<file path="src/hw/rtl/mersenne_twister_64_generator_top_macros.svh">
// Assertion macros for the MT19937-64 generator.
`ifndef MERSENNE_TWISTER_64_GENERATOR_TOP_MACROS_SVH
`define MERSENNE_TWISTER_64_GENERATOR_TOP_MACROS_SVH

`ifndef SYNTHESIS
// same-cycle implication
`define MT64_ASSERT_IMP(lbl, clk, rst, ante, cons) \
  lbl: assert property (@(posedge clk) disable iff (rst) (ante) |-> (cons)) \
    else $error("mt64 assertion failed");
// next-cycle implication
`define MT64_ASSERT_NXT(lbl, clk, rst, ante, cons) \
  lbl: assert property (@(posedge clk) disable iff (rst) (ante) |=> (cons)) \
    else $error("mt64 assertion failed");
`else
`define MT64_ASSERT_IMP(lbl, clk, rst, ante, cons)
`define MT64_ASSERT_NXT(lbl, clk, rst, ante, cons)
`endif

`endif

</file>
<file path="src/hw/rtl/mt64_pkg.sv">
// Types, constants and word functions for the MT19937-64 generator.
`default_nettype none

package mt64_pkg;

  typedef logic [63:0] word_t;

  localparam int unsigned STATE_DEPTH  = 312;
  localparam int unsigned TWIST_OFFSET = 156;
  localparam int unsigned IDX_W        = 9;

  localparam word_t INIT_MULT  = 64'd6364136223846793005;
  localparam word_t TWIST_MAG  = 64'hB5026F5AA96619E9;
  localparam word_t UPPER_MASK = 64'hFFFFFFFF80000000;
  localparam word_t LOWER_MASK = 64'h000000007FFFFFFF;
  localparam word_t TEMPER_U   = 64'h5555555555555555;
  localparam word_t TEMPER_B   = 64'h71D67FFFEDA60000;
  localparam word_t TEMPER_C   = 64'hFFF7EEE000000000;

  localparam word_t DEFAULT_SEED_RST = 64'd5489;

  localparam logic OP_SEED = 1'b0;
  localparam logic OP_DRAW = 1'b1;

  typedef enum logic [1:0] {
    ST_IDLE,
    ST_MUL,
    ST_ADD,
    ST_DRAW
  } state_t;

  // new word from word k, word k+1 and word k+offset
  function automatic word_t twist_word(input word_t w_k, input word_t w_k1,
                                       input word_t w_off);
    word_t y;
    y = (w_k & UPPER_MASK) | (w_k1 & LOWER_MASK);
    return w_off ^ (y >> 1) ^ (y[0] ? TWIST_MAG : '0);
  endfunction

  function automatic word_t temper(input word_t w);
    word_t x;
    x = w;
    x = x ^ ((x >> 29) & TEMPER_U);
    x = x ^ ((x << 17) & TEMPER_B);
    x = x ^ ((x << 37) & TEMPER_C);
    x = x ^ (x >> 43);
    return x;
  endfunction

endpackage

`default_nettype wire

</file>
<file path="src/hw/rtl/mt64_seeder.sv">
// Seeding recurrence: next = INIT_MULT * (prev ^ (prev >> 62)) + k, with the partial products registered.
`default_nettype none

module mt64_seeder
  import mt64_pkg::*;
(
  input  wire logic             clk,
  input  wire word_t            prev,
  input  wire logic [IDX_W-1:0] k,
  output word_t                 next_word
);

  word_t       x;
  word_t       lo_prod;
  logic [31:0] mid_sum;
  word_t       p_lo;
  logic [31:0] p_mid;

  // 64x64 low half split into 32x32 partial products; cross terms only need low 32 bits
  always_comb begin
    x       = prev ^ (prev >> 62);
    lo_prod = {32'b0, x[31:0]} * {32'b0, INIT_MULT[31:0]};
    mid_sum = x[63:32] * INIT_MULT[31:0] + x[31:0] * INIT_MULT[63:32];
  end

  always_ff @(posedge clk) begin
    p_lo  <= lo_prod;
    p_mid <= mid_sum;
  end

  assign next_word = p_lo + {p_mid, 32'b0} + 64'(k);

endmodule

`default_nettype wire
</file>
<file path="config.mk">
export PLATFORM = sky130hd
export DESIGN_NAME = mt64_seeder
export DESIGN_NICKNAME = d
export VERILOG_FILES = /design/src/hw/rtl/mersenne_twister_64_generator_top_macros.svh /design/src/hw/rtl/mt64_pkg.sv /design/src/hw/rtl/mt64_seeder.sv
export SDC_FILE = /design/constraint.sdc
export NUM_CORES = 2
export LEC_CHECK = 0
export ABC_AREA = 1
export BUFFER_PORTS_ARGS = -buffer_cell sky130_fd_sc_hd__buf_2
export CELL_PAD_IN_SITES_DETAIL_PLACEMENT = 1
export CELL_PAD_IN_SITES_GLOBAL_PLACEMENT = 2
export CORE_UTILIZATION = 46
export CTS_CLUSTER_DIAMETER = 50
export DETAILED_ROUTE_END_ITERATION = 12
export GPL_TIMING_DRIVEN = 0
export PLACE_DENSITY = 0.95
export SYNTH_ARGS = -nofsm -noshare
export SYNTH_HDL_FRONTEND = slang
export SYNTH_SLANG_ARGS = --single-unit
</file>
<file path="constraint.sdc">
create_clock -name clk -period 16 [get_ports clk]
set_input_delay 4.8 -clock clk [delete_from_list [all_inputs] [get_ports clk]]
set_output_delay 4.8 -clock clk [all_outputs]
set_load 0.05 [all_outputs]
</file>
# Yosys cells after proc, flatten, opt, wreduce, memory -nomap -nowiden
# Index checks and enable logic that the tools add are counted.
[classes]
muxes = 0
addsub = 3
shifts = 0
n_eq_ne = 0
mul = 3
div = 0
n_bitwise = 1
n_reduce_logical = 0
order_cmp = 0
[op_table]
columns = ["operator", "count"]
rows = [
  ["adder 63 x 64 -> 64 bit", 1],
  ["adder 64 x 9 -> 64 bit", 1],
  ["multiplier 32 x 31 -> 32 bit (second input constant)", 2],
  ["bitwise XOR 64 x 2 -> 64 bit", 1],
  ["multiplier 32 x 31 -> 63 bit (second input constant)", 1],
  ["adder 32 bit", 1],
]
[totals]
inputBits = 74
latch_bits = 0
mem_count = 0
reg_bits = 95
romBits = 0
ram_bits = 0

# Depth between registers and ports, before layout
[depth]
depth_word = 3
ltp_mapped = 31
mapped_depth_nobuf = 31

# Least setup slack after synthesis
# No wires, ideal clock.
[synth_path]
path_kind = "in2out"
startpoint = "in k[0]"
endpoint = "out next_word[34]"
cell_stages = 14
t_arrival_ps = 7181
t_required_ps = 11200
path_slack_ps = 4019
path_cell_list = "ha_1 -> inv_1 -> fa_1 -> inv_1 -> nand3_1 -> nand2_1 -> a21oi_4 -> inv_2 -> a21oi_4 -> nor2_4 -> nand2_1 -> nor2_1 -> a31oi_1 -> xnor2_1"
[synth_via]
elab_chain_len = 1
[synth_lines]
columns = ["item", "line_no", "text"]
rows = [
  ["start, declared", "mt64_seeder.sv:9", "input wire logic [IDX_W-1:0] k,"],
  ["adder 64 x 9 -> 64 bit", "mt64_seeder.sv:31", "assign next_word = p_lo + {p_mid, 32'b0} + 64'(k);"],
  ["end, declared", "mt64_seeder.sv:10", "output word_t next_word"],
]
# Every way passes these cells.

# Final worst setup path
[layout_path]
startpoint = "in prev[19]"
endpoint = "reg p_lo[52]"
[layout_via]
elab_chain_len = 2
[layout_lines]
columns = ["item", "line_no", "text"]
rows = [
  ["start, declared", "mt64_seeder.sv:8", "input wire word_t prev,"],
  ["bitwise XOR 64 x 2 -> 64 bit", "mt64_seeder.sv:21", "x = prev ^ (prev >> 62);"],
  ["multiplier 32 x 31 -> 63 bit", "mt64_seeder.sv:22", "lo_prod = {32'b0, x[31:0]} * {32'b0, INIT_MULT[31:0]};"],
  ["via lo_prod[52]", "mt64_seeder.sv:14", "word_t lo_prod;"],
  ["end signal, assigned", "mt64_seeder.sv:27", "p_lo <= lo_prod;"],
  ["end, declared", "mt64_seeder.sv:16", "word_t p_lo;"],
]
# The timed path passes the listed nets, and every way through them passes these cells.

==> reports/qor.yml <==
grt-ovfl-total: 0
wl_met1_microns: 57500
drv_cap: 0
rsz0062_at_grt: "no"
synth_seq_cells: 95
tns_ns: 0
worst_pin_slew_ns: 1.31
synthArstFlopShare_pct: 0
via_per_inst: 5.36
row_count: 109
drt_iter0_markers: 1777
synth_nets: 6224
cts-root-buf: "clkbuf_16"
die_x_microns: 301
hold_violations: 0
grt_usage_pct: 32.2
netlist_instances: 4514
holdWs_ns: 5.00
synth-edff-count: 0
dr.max_layer_used: "met5"
cts_made_buffers: 9
cp_data_required_time_ns: 16.25
cpMostUsedCell: "inv_1"
grt_pass1_wl_microns: 215000
syn-cell-area_sq_um: 41200
cp-start-kind: "input port"
die-area_sq_um: 90800
hpwl_microns: 131000
synth_warnings: 0
design.core.area_sq_um: 88500
cpPeakStageDelay_ns: 0.58
cts_tree: "built"
cts_sinks: 95
place_congestion: 1.07
violations: "design-rule violations"
critPathKind: "in2reg"
final_common_cell: "inv_1"
cp_max_fo: 10
min_path_type: "in2reg"
clkTransAtPathRegs_ns: 0.07
drc: 66
cts_hold_buffers: 0
htreeDepth: 3
synth.top_cell.area_share_pct: 41.2
drive_gt1_share_pct: 4.09
slew_headroom_pct: 12.4
dr_wl_met3_microns: 7850
finalMaxSlewViolations: 0
io_pins: 138
critPathTopFamily: "adder cells"
die_h_microns: 301
slowest_stage: "fa_1"
syn_area_per_cell_sq_um: 9.13
ant_nets: 0
crit_arrival_ns: 12.55
post_cts_buffers: 0
synthTopCellsByArea: "fa_1 (41%), ha_1 (24%), inv_1 (13%), dfxtp_1 (4.6%), nand2_1 (4.3%)"
areaGrowthSynthToFinish_pct: 6.05
fin_util_pct: 49.4
synth_ff_type: "dfxtp_1"
num_vias: 31300
yosysTopAreaCell: "fa_1"
synth_cell_type_count: 49
final_net_count: 6373
yosysSeqAreaShare_pct: 4.62
worstSetupEndpoint: "p_lo[52]$_DFF_P_"
status: "complete, but fails checks"
grt_pass1_vias: 35900
antenna_found_initial: 4
startpoint: "prev[19]"
grt_max_degree: 18
worstSetupPathDepth: 27
port_buffers: 137
met2WireLength_microns: 68100
post_drt_wl_per_cell_microns: 24.4
first_pass_iters: 9
drt-total-wl_microns: 142000
path_buf_inv: 10
cp-end-kind: "flop"
cts_buffer_depth: 2
cts.repair.resized: 0
initial_core_util_pct: 46.6
final_cell_mix: "inv_1 (1403), fa_1 (849), ha_1 (787), nand2_1 (467), nor2_1 (198)"
setup_violations: 0
period_share_pct: 76.9
min_path_cells: 2
period_minus_slack_ns: 12.30
fmax_mhz: 81.3
## through the flow
stage | cells | cell area, sq um | worst slack (ns)
after floorplan | 4514 | 41200 | 4.02
after global placement | 5816 | 43400 | 1.52
after detailed placement | 5817 | 43400 | 3.38
after CTS | 5833 | 43700 | 3.74
after global routing | 5833 | 43700 | 3.50
final | 5834 | 43700 | 3.70
## cell type report
class                   instances  area [sq um]
fillers                     10400         44800
multi-input cells            3013         34100
inverters                    1405          5270
flip-flops and latches         95          1900
well taps                    1165          1460
repair buffers                138           713
clock buffers                  10           239
clock inverters                 6          45.0
plain buffers                   1          5.00
diodes                          1          2.50
## worst min path at each step
stage               slack [ns]            start               end
floorplan                 4.93         prev[32]  p_mid[0]$_DFF_P_
global placement          5.47  p_lo[0]$_DFF_P_      next_word[0]
detailed placement        5.37          prev[1]   p_lo[1]$_DFF_P_
finish                    5.00          prev[1]   p_lo[1]$_DFF_P_
CTS                       4.99          prev[1]   p_lo[1]$_DFF_P_
global route              5.01          prev[1]   p_lo[1]$_DFF_P_
## synth_stat cells, types with 7 or more instances
cell,instances
inv_1,1403
fa_1,849
ha_1,787
nand2_1,467
nor2_1,198
a21oi_1,141
xor2_1,117
dfxtp_1,95
nand3_1,94
o21ai_0,78
xnor2_1,50
nor3_1,32
nand4_1,28
a31oi_1,26
a21o_1,25
o21bai_1,16
nor4_1,10
nand3b_1,8
and3_1,7
nand2_2,7
o21ai_1,7
## layer usage
layer,vias to the layer above,GRT usage [%]
met1,16100,40.4
met4,2,17.3
li1,13900,-
met3,330,3.85
met2,945,54.2
met5,-,0
## flip-flops by register name (all words and copies together) (netlist names)
signal  flops
p_lo       63
p_mid      32
## cells by family after synthesis
kind of cell | after synthesis | synth area share, %
xor gates and xnor gates | 168 | 3.59
AOI/OAI and AO/OA | 348 | 5.07
DFF | 95 | 4.62
adders and majority gates | 1636 | 65.1
and+or+nand+nor | 861 | 8.78
buffers and inverters | 1406 | 12.8
Power is left out: the tool's default activity adds up to more than one toggle a clock period on the data nets, which glitch-free logic cannot reach.
