===== src/hw/rtl/mersenne_twister_64_generator_top_macros.svh =====
// Assertion macros for the MT19937-64 generator.
`ifndef MERSENNE_TWISTER_64_GENERATOR_TOP_MACROS_SVH
`define MERSENNE_TWISTER_64_GENERATOR_TOP_MACROS_SVH

`ifndef SYNTHESIS
// same-cycle implication
`define MT64_ASSERT_IMP(lbl, clk, rst, ante, cons) \
  lbl: assert property (@(posedge clk) disable iff (rst) (ante) |-> (cons)) \
    else $error("mt64 assertion failed");
// next-cycle implication
`define MT64_ASSERT_NXT(lbl, clk, rst, ante, cons) \
  lbl: assert property (@(posedge clk) disable iff (rst) (ante) |=> (cons)) \
    else $error("mt64 assertion failed");
`else
`define MT64_ASSERT_IMP(lbl, clk, rst, ante, cons)
`define MT64_ASSERT_NXT(lbl, clk, rst, ante, cons)
`endif

`endif


===== src/hw/rtl/mt64_pkg.sv =====
// Types, constants and word functions for the MT19937-64 generator.
`default_nettype none

package mt64_pkg;

  typedef logic [63:0] word_t;

  localparam int unsigned STATE_DEPTH  = 312;
  localparam int unsigned TWIST_OFFSET = 156;
  localparam int unsigned IDX_W        = 9;

  localparam word_t INIT_MULT  = 64'd6364136223846793005;
  localparam word_t TWIST_MAG  = 64'hB5026F5AA96619E9;
  localparam word_t UPPER_MASK = 64'hFFFFFFFF80000000;
  localparam word_t LOWER_MASK = 64'h000000007FFFFFFF;
  localparam word_t TEMPER_U   = 64'h5555555555555555;
  localparam word_t TEMPER_B   = 64'h71D67FFFEDA60000;
  localparam word_t TEMPER_C   = 64'hFFF7EEE000000000;

  localparam word_t DEFAULT_SEED_RST = 64'd5489;

  localparam logic OP_SEED = 1'b0;
  localparam logic OP_DRAW = 1'b1;

  typedef enum logic [1:0] {
    ST_IDLE,
    ST_MUL,
    ST_ADD,
    ST_DRAW
  } state_t;

  // new word from word k, word k+1 and word k+offset
  function automatic word_t twist_word(input word_t w_k, input word_t w_k1,
                                       input word_t w_off);
    word_t y;
    y = (w_k & UPPER_MASK) | (w_k1 & LOWER_MASK);
    return w_off ^ (y >> 1) ^ (y[0] ? TWIST_MAG : '0);
  endfunction

  function automatic word_t temper(input word_t w);
    word_t x;
    x = w;
    x = x ^ ((x >> 29) & TEMPER_U);
    x = x ^ ((x << 17) & TEMPER_B);
    x = x ^ ((x << 37) & TEMPER_C);
    x = x ^ (x >> 43);
    return x;
  endfunction

endpackage

`default_nettype wire


===== src/hw/rtl/mt64_cell.sv =====
// One state word of the circular shift chain.
`default_nettype none

module mt64_cell
  import mt64_pkg::*;
(
  input  wire logic  clk,
  input  wire logic  en,
  input  wire word_t d,
  output word_t      q
);

  always_ff @(posedge clk) begin
    if (en) begin
      q <= d;
    end
  end

endmodule

`default_nettype wire


===== config.mk =====
export PLATFORM = sky130hd
export DESIGN_NAME = mt64_cell
export DESIGN_NICKNAME = d
export VERILOG_FILES = /design/src/hw/rtl/mersenne_twister_64_generator_top_macros.svh /design/src/hw/rtl/mt64_pkg.sv /design/src/hw/rtl/mt64_cell.sv
export SDC_FILE = /design/constraint.sdc
export NUM_CORES = 1
export LEC_CHECK = 0
export BUFFER_PORTS_ARGS = -buffer_cell sky130_fd_sc_hd__buf_4
export CAP_MARGIN = 0
export CORE_ASPECT_RATIO = 2
export CORE_MARGIN = 3
export CORE_UTILIZATION = 35
export CTS_CLUSTER_DIAMETER = 120
export DETAILED_ROUTE_END_ITERATION = 16
export MAX_ROUTING_LAYER = met4
export PLACE_DENSITY = 0.69
export SKIP_LAST_GASP = 1
export SLEW_MARGIN = 20
export SYNTH_ARGS = -nofsm -noshare
export SYNTH_HDL_FRONTEND = slang
export SYNTH_SLANG_ARGS = --single-unit

===== constraint.sdc =====
create_clock -name clk -period 0.8 [get_ports clk]
set_input_delay 0.08 -clock clk [delete_from_list [all_inputs] [get_ports clk]]
set_output_delay 0.08 -clock clk [all_outputs]
set_load 0.02 [all_outputs]

-- Word level (Yosys, flattened, before mapping)
Index checks and enable logic that the tools add are counted.
Widths: inputs -> output; s select.
- bits in registers: 64
- input port bits: 66
- output and inout port bits: 64
- logic and storage cells: 1

-- Longest topological paths before layout
Gate-level depths: netlist of run 1.
- depth in word-level cells: 0
- gate-level depth with buffers: 0
- depth with buffers taken out: 0

-- Worst setup path after synthesis of run 1
No wires, ideal clock.
- path kind: flip-flop to output port
- start: register q[0]
- end: output q[0]
- arrival time: 0.449 ns
- required time: 0.720 ns
- setup slack: 0.271 ns
- stages on the path, launching flop included: 1
- buffers on the path: 0
- cells stage by stage: edfxtp_1
- RTL lines (what ; RTL line ; source):
    start: declaration ; mt64_cell.sv:10 ; output word_t q
    start signal: assignment ; mt64_cell.sv:15 ; q <= d;
No word-level cell between the ends.

-- Final worst setup path of run 1
- start: register q[63]
- end: output q[63]
No word-level cell between the ends.

==> run metrics, run 1 <==
status complete, but fails checks; failing checks setup timing; pwr/cell area 2000 mW/mm^2; H-tree depth 3; warnings from Yosys 0; CTS tree built; final worst setup slack -0.181 ns; power share of the clock group 0.311; Critical Path Fanout Max 1; largest registers q x64; Hold Fails Final Rpt 0; Synth Area in XOR/XNOR 0; Combinational Power Share 0.184; max reg flops 64; # Post-CTS Setup Buffers 0; die area 0.00647 mm^2; fin. max-slew vios 0; Final setup viols 64; area leader, netlist edfxtp_1; DRT Wirelength 5.79 mm; leakage power 1.72 nW; slowest cell on the critical path edfxtp_1; Max Clk Rate 1.02 GHz; mux contribution to synthesized area 0; Max VDD drop 1.70 mV; Worst slew margin 0.907; largest net degree at the start of global routing 22; # diodes 0; Cells after Synth 64; most frequent cell after synthesis edfxtp_1; Max Cap Viol 0; Initial Util 0.367; Ports 130; Synth top area share 1.00; post-route clock period utilization 1.23; worst path required time 0.72 ns; drt pass-1 iters 4; nets 338; drt wl/cell 17.3 um; Buffers & Inverters on Critical Path 1; Synth Cell Area 0.00192 mm^2; hpwl dp 3.48 mm; Via density 4.43; largest reg by FF count q; Worst Setup Path Type reg -> out; Core Box Area 0.00523 mm^2; nature of the critical path endpoint output port; Flop pwr share 0.505; critical path, cell by cell buf_6; Sw Share 0.228; Critical Path AT 0.90 ns; distinct cell type count after synthesis 1; Slew @ Worst Pin 0.140 ns; Worst Hold Class in -> reg; Post-synth ARST share 0; register area share after synthesis 1.00; Yosys reg bits 64; CP top delay family flip-flops; DRC viols 0; post-route ant nets 0; row count 37; Port Buffers 129; Via Count 1483; total track usage 0.202; multi-input logic area 0 um^2; unrepaired setup endpoints after global routing true; Multi-In Gates 0; Internal Power 6.31 mW; first-pass GRT wire length 8.97 mm; RD Place Congestion 0.812; Final Core Density 0.782; largest cells by area after synthesis edfxtp_1 (100%); simple-gate portion of the synthesized area 0; Die Span Y 111 um; cts bufs inserted 9; initial antenna violation count 0; min cycle time layout 0.981 ns; adder-cell area share of the yosys netlist 0; maximum root-to-sink buffer count 2; Psw 1.86 mW; ys flop type edfxtp_1; Area Overhead vs Synth 113%; grt ovf 0; syn_area_per_cell 30.0 um^2; initial DRC count 30; Clock transition at path regs 0.07 ns; Startpoint Class register; synth cell count leaders edfxtp_1 (64); fillcell total 297; vias in the first global route 1730; Max stage delay on crit path 0.42 ns; total power 8.17 mW; Compound-Gate Fraction of Synth Area 0; Num Clock Sinks 64; Chip Width 58.4 um; syn nets 130; CTS root buf clkbuf_8; fraction of layout cells with a size suffix above 1 0.527; EDFF count, synth 64
cell families (layout without fill, tap and decap cells):
group,count (synthesis),in the layout
DFF,64,64
buffers and inverters,0,213
repair_timing:
action,CTS,global route
hold buffers,64,0
resized for setup,60,4
setup endpoints to repair,64,64
gates cloned,0,0
endpoints found under the hold margin,64,0
placed cells by master, fill, tap and decap left out, drive strengths merged:
master       instances
clkinv               3
clkbuf              12
dlygate4sd3         64
buf                133
edfxtp              64
bufinv               1
routing by layer:
layer | up-vias | global-route usage | share of wire
met4 | 0 | 0.0991 | 0.033
met1 | 710 | 0.192 | 0.30
li1 | 676 | - | -
met3 | 17 | 0.0583 | 0.056
met2 | 80 | 0.355 | 0.61
met5 | - | - | 0
cell type report:
| cell class | count | area [um^2] | area share |
|---|---|---|---|
| Tap cell | 58 | 72.6 | 0.0177 |
| Clock inverter | 4 | 45.0 | 0.0110 |
| Timing Repair Buffer | 197 | 1920 | 0.469 |
| Clock buffer | 12 | 135 | 0.0330 |
| Sequential cell | 64 | 1920 | 0.470 |
worst paths after layout:
check             slack (ns)    end  depth (start not counted)  start
hold / removal          0.04  q[27]                          1     en
setup / recovery       -0.18  q[63]                          1  q[63]
power groups by stage:
stage	registers (mW)	logic, mW	clock network, mW
floorplan	4.48	0	0
global placement	4.12	1.07	0
detailed placement	4.13	1.09	0
CTS	4.11	1.49	2.59
global route	4.15	1.57	2.78
finish	4.12	1.50	2.55
metrics by stage:
stage,setup WS (ns),TNS [ns],instances,instance area [um^2],hold slack (ns)
final,-0.181,-8.92,335,4090,0.0382
after detailed placement,0.0490,0,255,3030,0.259
after global placement,0.0597,0,255,3030,0.258
after CTS,-0.182,-9.71,335,4080,0.0281
after floorplan,0.271,0,64,1920,0.179
after global routing,-0.218,-11.96,335,4090,0.0238
Power figures use the tool's default switching activity.
==> run 2, diff against run 1 <==
- CORE_UTILIZATION: 35 -> 40
- CTS_BUF_LIST: default -> sky130_fd_sc_hd__clkbuf_2
- CTS_CLUSTER_DIAMETER: 120 -> default
- PLACE_DENSITY: 0.69 -> 0.77
==> run metrics, run 2 (same netlist as run 1, synthesis figures left out) <==
fraction of layout cells with a size suffix above 1 0.520 (-0.00708); Slew @ Worst Pin 0.217 ns (+0.0768 ns); CP top delay family flip-flops; RD Place Congestion 0.693 (-15%); Buffers & Inverters on Critical Path 1 (unchanged); Num Clock Sinks 64 (unchanged); Critical Path Fanout Max 1 (unchanged); most common cell after layout, fill and taps aside buf_4; drt wl/cell 18.7 um (+8.4%); nature of the critical path endpoint output port; drt pass-1 iters 4 (unchanged); row count 35 (-5.4%); Max VDD drop 2.61 mV (+54%); Multi-In Gates 0 (unchanged); cts bufs inserted 9 (unchanged); fillcell total 227 (-24%); max reg flops 64 (unchanged); Via Count 1477 (-0.40%); total track usage 0.238 (+0.0353); post-route ant nets 0 (unchanged); slowest cell on the critical path edfxtp_1; Max Cap Viol 0 (unchanged); met2 Track Usage GR 0.422 (+0.0673); GR Util met3 0.0516 (-0.00663); pre-CTS setup slack 0.0705 ns (+0.0215 ns); Critical Path AT 1.07 ns (+0.17 ns); failing checks setup timing; Via density 4.48 (+1.1%); unrepaired setup endpoints after global routing true; DP Area 0.00300 mm^2 (-1.0%); # placed instances 250 (-2.0%); Die Span Y 104 um (-6.1%); fin. max-slew vios 0 (unchanged); die area 0.00572 mm^2 (-12%); final worst setup slack -0.350 ns (-0.169 ns); Port Buffers 129 (unchanged); worst path required time 0.72 ns (about the same); Core Box Area 0.00464 mm^2 (-11%); DRC viols 0 (unchanged); H-tree depth 3 (unchanged); Ports 130 (unchanged); largest reg by FF count q; grt met1 use 0.206 (+0.0145); vias in the first global route 1656 (-4.3%); multi-input logic area 0 um^2 (unchanged); min cycle time layout 1.15 ns (+0.169 ns); # diodes 0 (unchanged); global routing's busiest layer met2; Max Clk Rate 0.870 GHz (-15%); Setup TNS -19.35 ns (-10.43 ns); Max stage delay on crit path 0.46 ns (+0.04 ns); pwr/cell area 1860 mW/mm^2 (-7.1%); non-filler cells, final 330 (-1.5%); leakage power 1.68 nW (-2.5%); DRT Wirelength 6.18 mm (+6.8%); total power 7.39 mW (-9.6%); CTS root buf clkbuf_2; Startpoint Class register; Chip Width 55.0 um (-5.8%); Worst Setup Path Type reg -> out; grt ovf 0 (unchanged); CTS tree built; initial DRC count 47 (+57%); post-route clock period utilization 1.44 (+0.211); maximum root-to-sink buffer count 2 (unchanged); Final setup viols 64 (unchanged); Initial Util 0.414 (+0.0466); critical path, cell by cell buf_6; status complete, but fails checks; largest net degree at the start of global routing 36 (+64%); Worst slew margin 0.855 (-0.0512); nets 336 (-0.59%); Area Overhead vs Synth 107%; first-pass GRT wire length 8.73 mm (-2.7%); Hold Fails Final Rpt 0 (unchanged); Worst Hold Class in -> reg; largest registers q x64; final instance area 0.00398 mm^2 (-2.7%); most frequent cells in the layout buf_4 (65), dlygate4sd3_1 (64), buf_6 (64), edfxtp_1 (64), clkbuf_2 (10); initial antenna violation count 0 (unchanged); Clock transition at path regs 0.17 ns (+0.10 ns)
run 2: area by class of cell:
class                 instances  area (um^2)  area share
Timing Repair Buffer        195         1890       0.475
Sequential cell              64         1920       0.483
Clock inverter                6         50.0      0.0126
Tap cell                     55         68.8      0.0173
Clock buffer                 10         50.0      0.0126
run 2: power by group:
group          total (mW)  internal (mW)  switching [mW]
sequential           4.13           3.99           0.139
clock                1.76          0.692            1.07
combinational        1.50          0.877           0.621
run 2: what timing repair did:
action	4_1_cts	5_1_grt
hold buffers	64	0
endpoints found under the hold margin	64	0
buffers inserted	0	0
endpoints found under the setup margin	64	64
pin swaps	0	0
resized for setup	61	3
run 2: metrics by stage:
step | utilization | hold slack (ns)
3_3_place_gp | 0.646 | 0.259
5_1_grt | 0.857 | 0.0386
4_1_cts | 0.855 | 0.0317
6_report | 0.857 | 0.0771
2_1_floorplan | - | 0.179
3_5_place_dp | 0.646 | 0.260
run 2: routing by layer:
| layer | routed length, um | vias to the layer above |
|---|---|---|
| met1 | 1770 | 709 |
| met3 | 344 | 15 |
| met4 | 206 | 0 |
| li1 | - | 673 |
| met2 | 3860 | 80 |
| met5 | 0 | - |
run 2: final timing paths:
kind / from / end / slack (ns) / depth (start not counted)
worst min-delay path: en / q[32] / 0.08 / 2
worst max-delay path: q[3] / q[3] / -0.35 / 1
==> run 3, diff against run 2 <==
- BUFFER_PORTS_ARGS: -buffer_cell sky130_fd_sc_hd__buf_4 -> -buffer_cell sky130_fd_sc_hd__buf_2
- PLACE_DENSITY: 0.77 -> 0.88
==> run metrics, run 3 (same netlist as run 1, synthesis figures left out) <==
Initial Util 0.414 (unchanged); max reg flops 64 (unchanged); maximum root-to-sink buffer count 2 (unchanged); largest reg by FF count q; largest net degree at the start of global routing 35 (-2.8%); CP top delay family flip-flops; # diodes 0 (unchanged); DP Area 0.00268 mm^2 (-11%); Num Clock Sinks 64 (unchanged); worst hold stages 2 (unchanged); leakage power 1.61 nW (-4.3%); Max stage delay on crit path 0.46 ns (about the same); Final Core Density 0.807 (-0.0501); row count 35 (unchanged); # Post-CTS Setup Buffers 0 (unchanged); failing checks setup timing; power share of the clock group 0.247 (+0.008); Startpoint Class register; Flop pwr share 0.567 (+0.009); sequential cell area 0.00192 mm^2 (unchanged); CTS root buf clkbuf_2; drt wl/cell 18.2 um (-2.8%); Worst slew margin 0.852 (-0.00366); Stages on worst setup path 1 (unchanged); vias in the first global route 1616 (-2.4%); die area 0.00572 mm^2 (unchanged); Buffers & Inverters on Critical Path 1 (unchanged); Critical Path AT 1.07 ns (about the same); Multi-In Gates 0 (unchanged); min cycle time layout 1.15 ns (+0.00180 ns); worst path required time 0.72 ns (about the same); # placed instances 250 (unchanged); most frequent cells in the layout buf_2 (77), dlygate4sd3_1 (64), edfxtp_1 (64); slowest cell on the critical path edfxtp_1; fin. max-slew vios 0 (unchanged); pwr/cell area 1930 mW/mm^2 (+4.2%); Die Span Y 104 um (unchanged); Worst Hold Class in -> reg; Setup TNS -19.21 ns (+0.136 ns); initial DRC count 54 (+15%); multi-input logic area 0 um^2 (unchanged); Combinational Power Share 0.186 (-0.017); CTS tree built; Sw Share 0.245 (-0.00279); fillcell total 274 (+21%); Internal Power 5.47 mW (-1.6%); Slew @ Worst Pin 0.222 ns (+0.00550 ns); grt ovf 0 (unchanged); post-route ant nets 0 (unchanged); Clock transition at path regs 0.16 ns (about the same); unrepaired setup endpoints after global routing true; Max Clk Rate 0.868 GHz (-0.16%); drt pass-1 iters 4 (unchanged); Worst Setup Path Type reg -> out; fraction of layout cells with a size suffix above 1 0.535 (+0.0145); first-pass GRT wire length 8.18 mm (-6.2%); Chip Width 55.0 um (unchanged); largest registers q x64; Via Count 1471 (-0.41%); Max VDD drop 1.56 mV (-40%); most common cell after layout, fill and taps aside buf_2; non-filler cells, final 330 (unchanged); DRC viols 0 (unchanged); Port Buffers 129 (unchanged); Ports 130 (unchanged); hold path start en; final worst setup slack -0.352 ns (-0.00180 ns); WHS 0.0973 ns (+0.0202 ns); Critical Path Fanout Max 1 (unchanged); DRT Wirelength 6.00 mm (-2.8%); critical path, cell by cell buf_6; Area Overhead vs Synth 95.0%; Core Box Area 0.00464 mm^2 (unchanged); Final setup viols 64 (unchanged); H-tree depth 3 (unchanged); final instance area 0.00375 mm^2 (-5.8%); nets 336 (unchanged); RD Place Congestion 0.703 (+1.4%); Max Cap Viol 0 (unchanged); status complete, but fails checks; Hold Fails Final Rpt 0 (unchanged); cts bufs inserted 9 (unchanged); Psw 1.78 mW (-3.0%); total track usage 0.221 (-0.0168); WHS Endpoint q[63]; initial antenna violation count 0 (unchanged); post-route clock period utilization 1.44 (+0.00225); Via density 4.46 (-0.41%); nature of the critical path endpoint output port
run 3: changes by cell type in the layout (fill, tap and decap cells not counted), sizes merged:
cell / before / now
clkinv: 5 / 3
clkbuf: 10 / 12
run 3: repair_timing:
item | in CTS | in global routing
endpoints found under the setup margin | 64 | 64
hold buffers | 64 | 0
pin swaps | 0 | 0
endpoints found under the hold margin | 64 | 0
gates resized for setup | 40 | 65
run 3: area by class of cell:
type / count / share of cell area
well taps: 55 / 0.0184
repair buffers: 195 / 0.441
flip-flops and latches: 64 / 0.513
clock inverters: 4 / 0.0120
clock buffers: 12 / 0.0160
run 3: per-stage QoR:
step	setup slack [ns]	power [mW]
2_1_floorplan	0.271	4.48
3_3_place_gp	0.0495	4.92
3_5_place_dp	0.0405	4.96
4_1_cts	-0.392	7.10
5_1_grt	-0.452	7.58
6_report	-0.352	7.25
run 3: per-layer routing:
layer | up-vias | global-route usage | wire (um)
met5 | - | - | 0
met4 | 0 | 0.118 | 189
met3 | 16 | 0.0689 | 344
met2 | 78 | 0.384 | 3690
met1 | 702 | 0.194 | 1780
li1 | 675 | - | -
run 3: power groups by stage:
stage / clock, mW / sequential, mW / combinational (mW)
3_5_place_dp: 0 / 4.12 / 0.842
3_3_place_gp: 0 / 4.10 / 0.821
5_1_grt: 2.04 / 4.13 / 1.41
6_report: 1.79 / 4.11 / 1.35
4_1_cts: 1.86 / 4.06 / 1.18
2_1_floorplan: 0 / 4.48 / 0
run 3: worst max path at each step:
stage / to / startpoint
finish: q[26] / q[26]
global placement: q[0] / en
global route: q[26] / q[26]
CTS: q[60] / q[60]
floorplan: q[0] / q[0]
detailed placement: q[25] / en
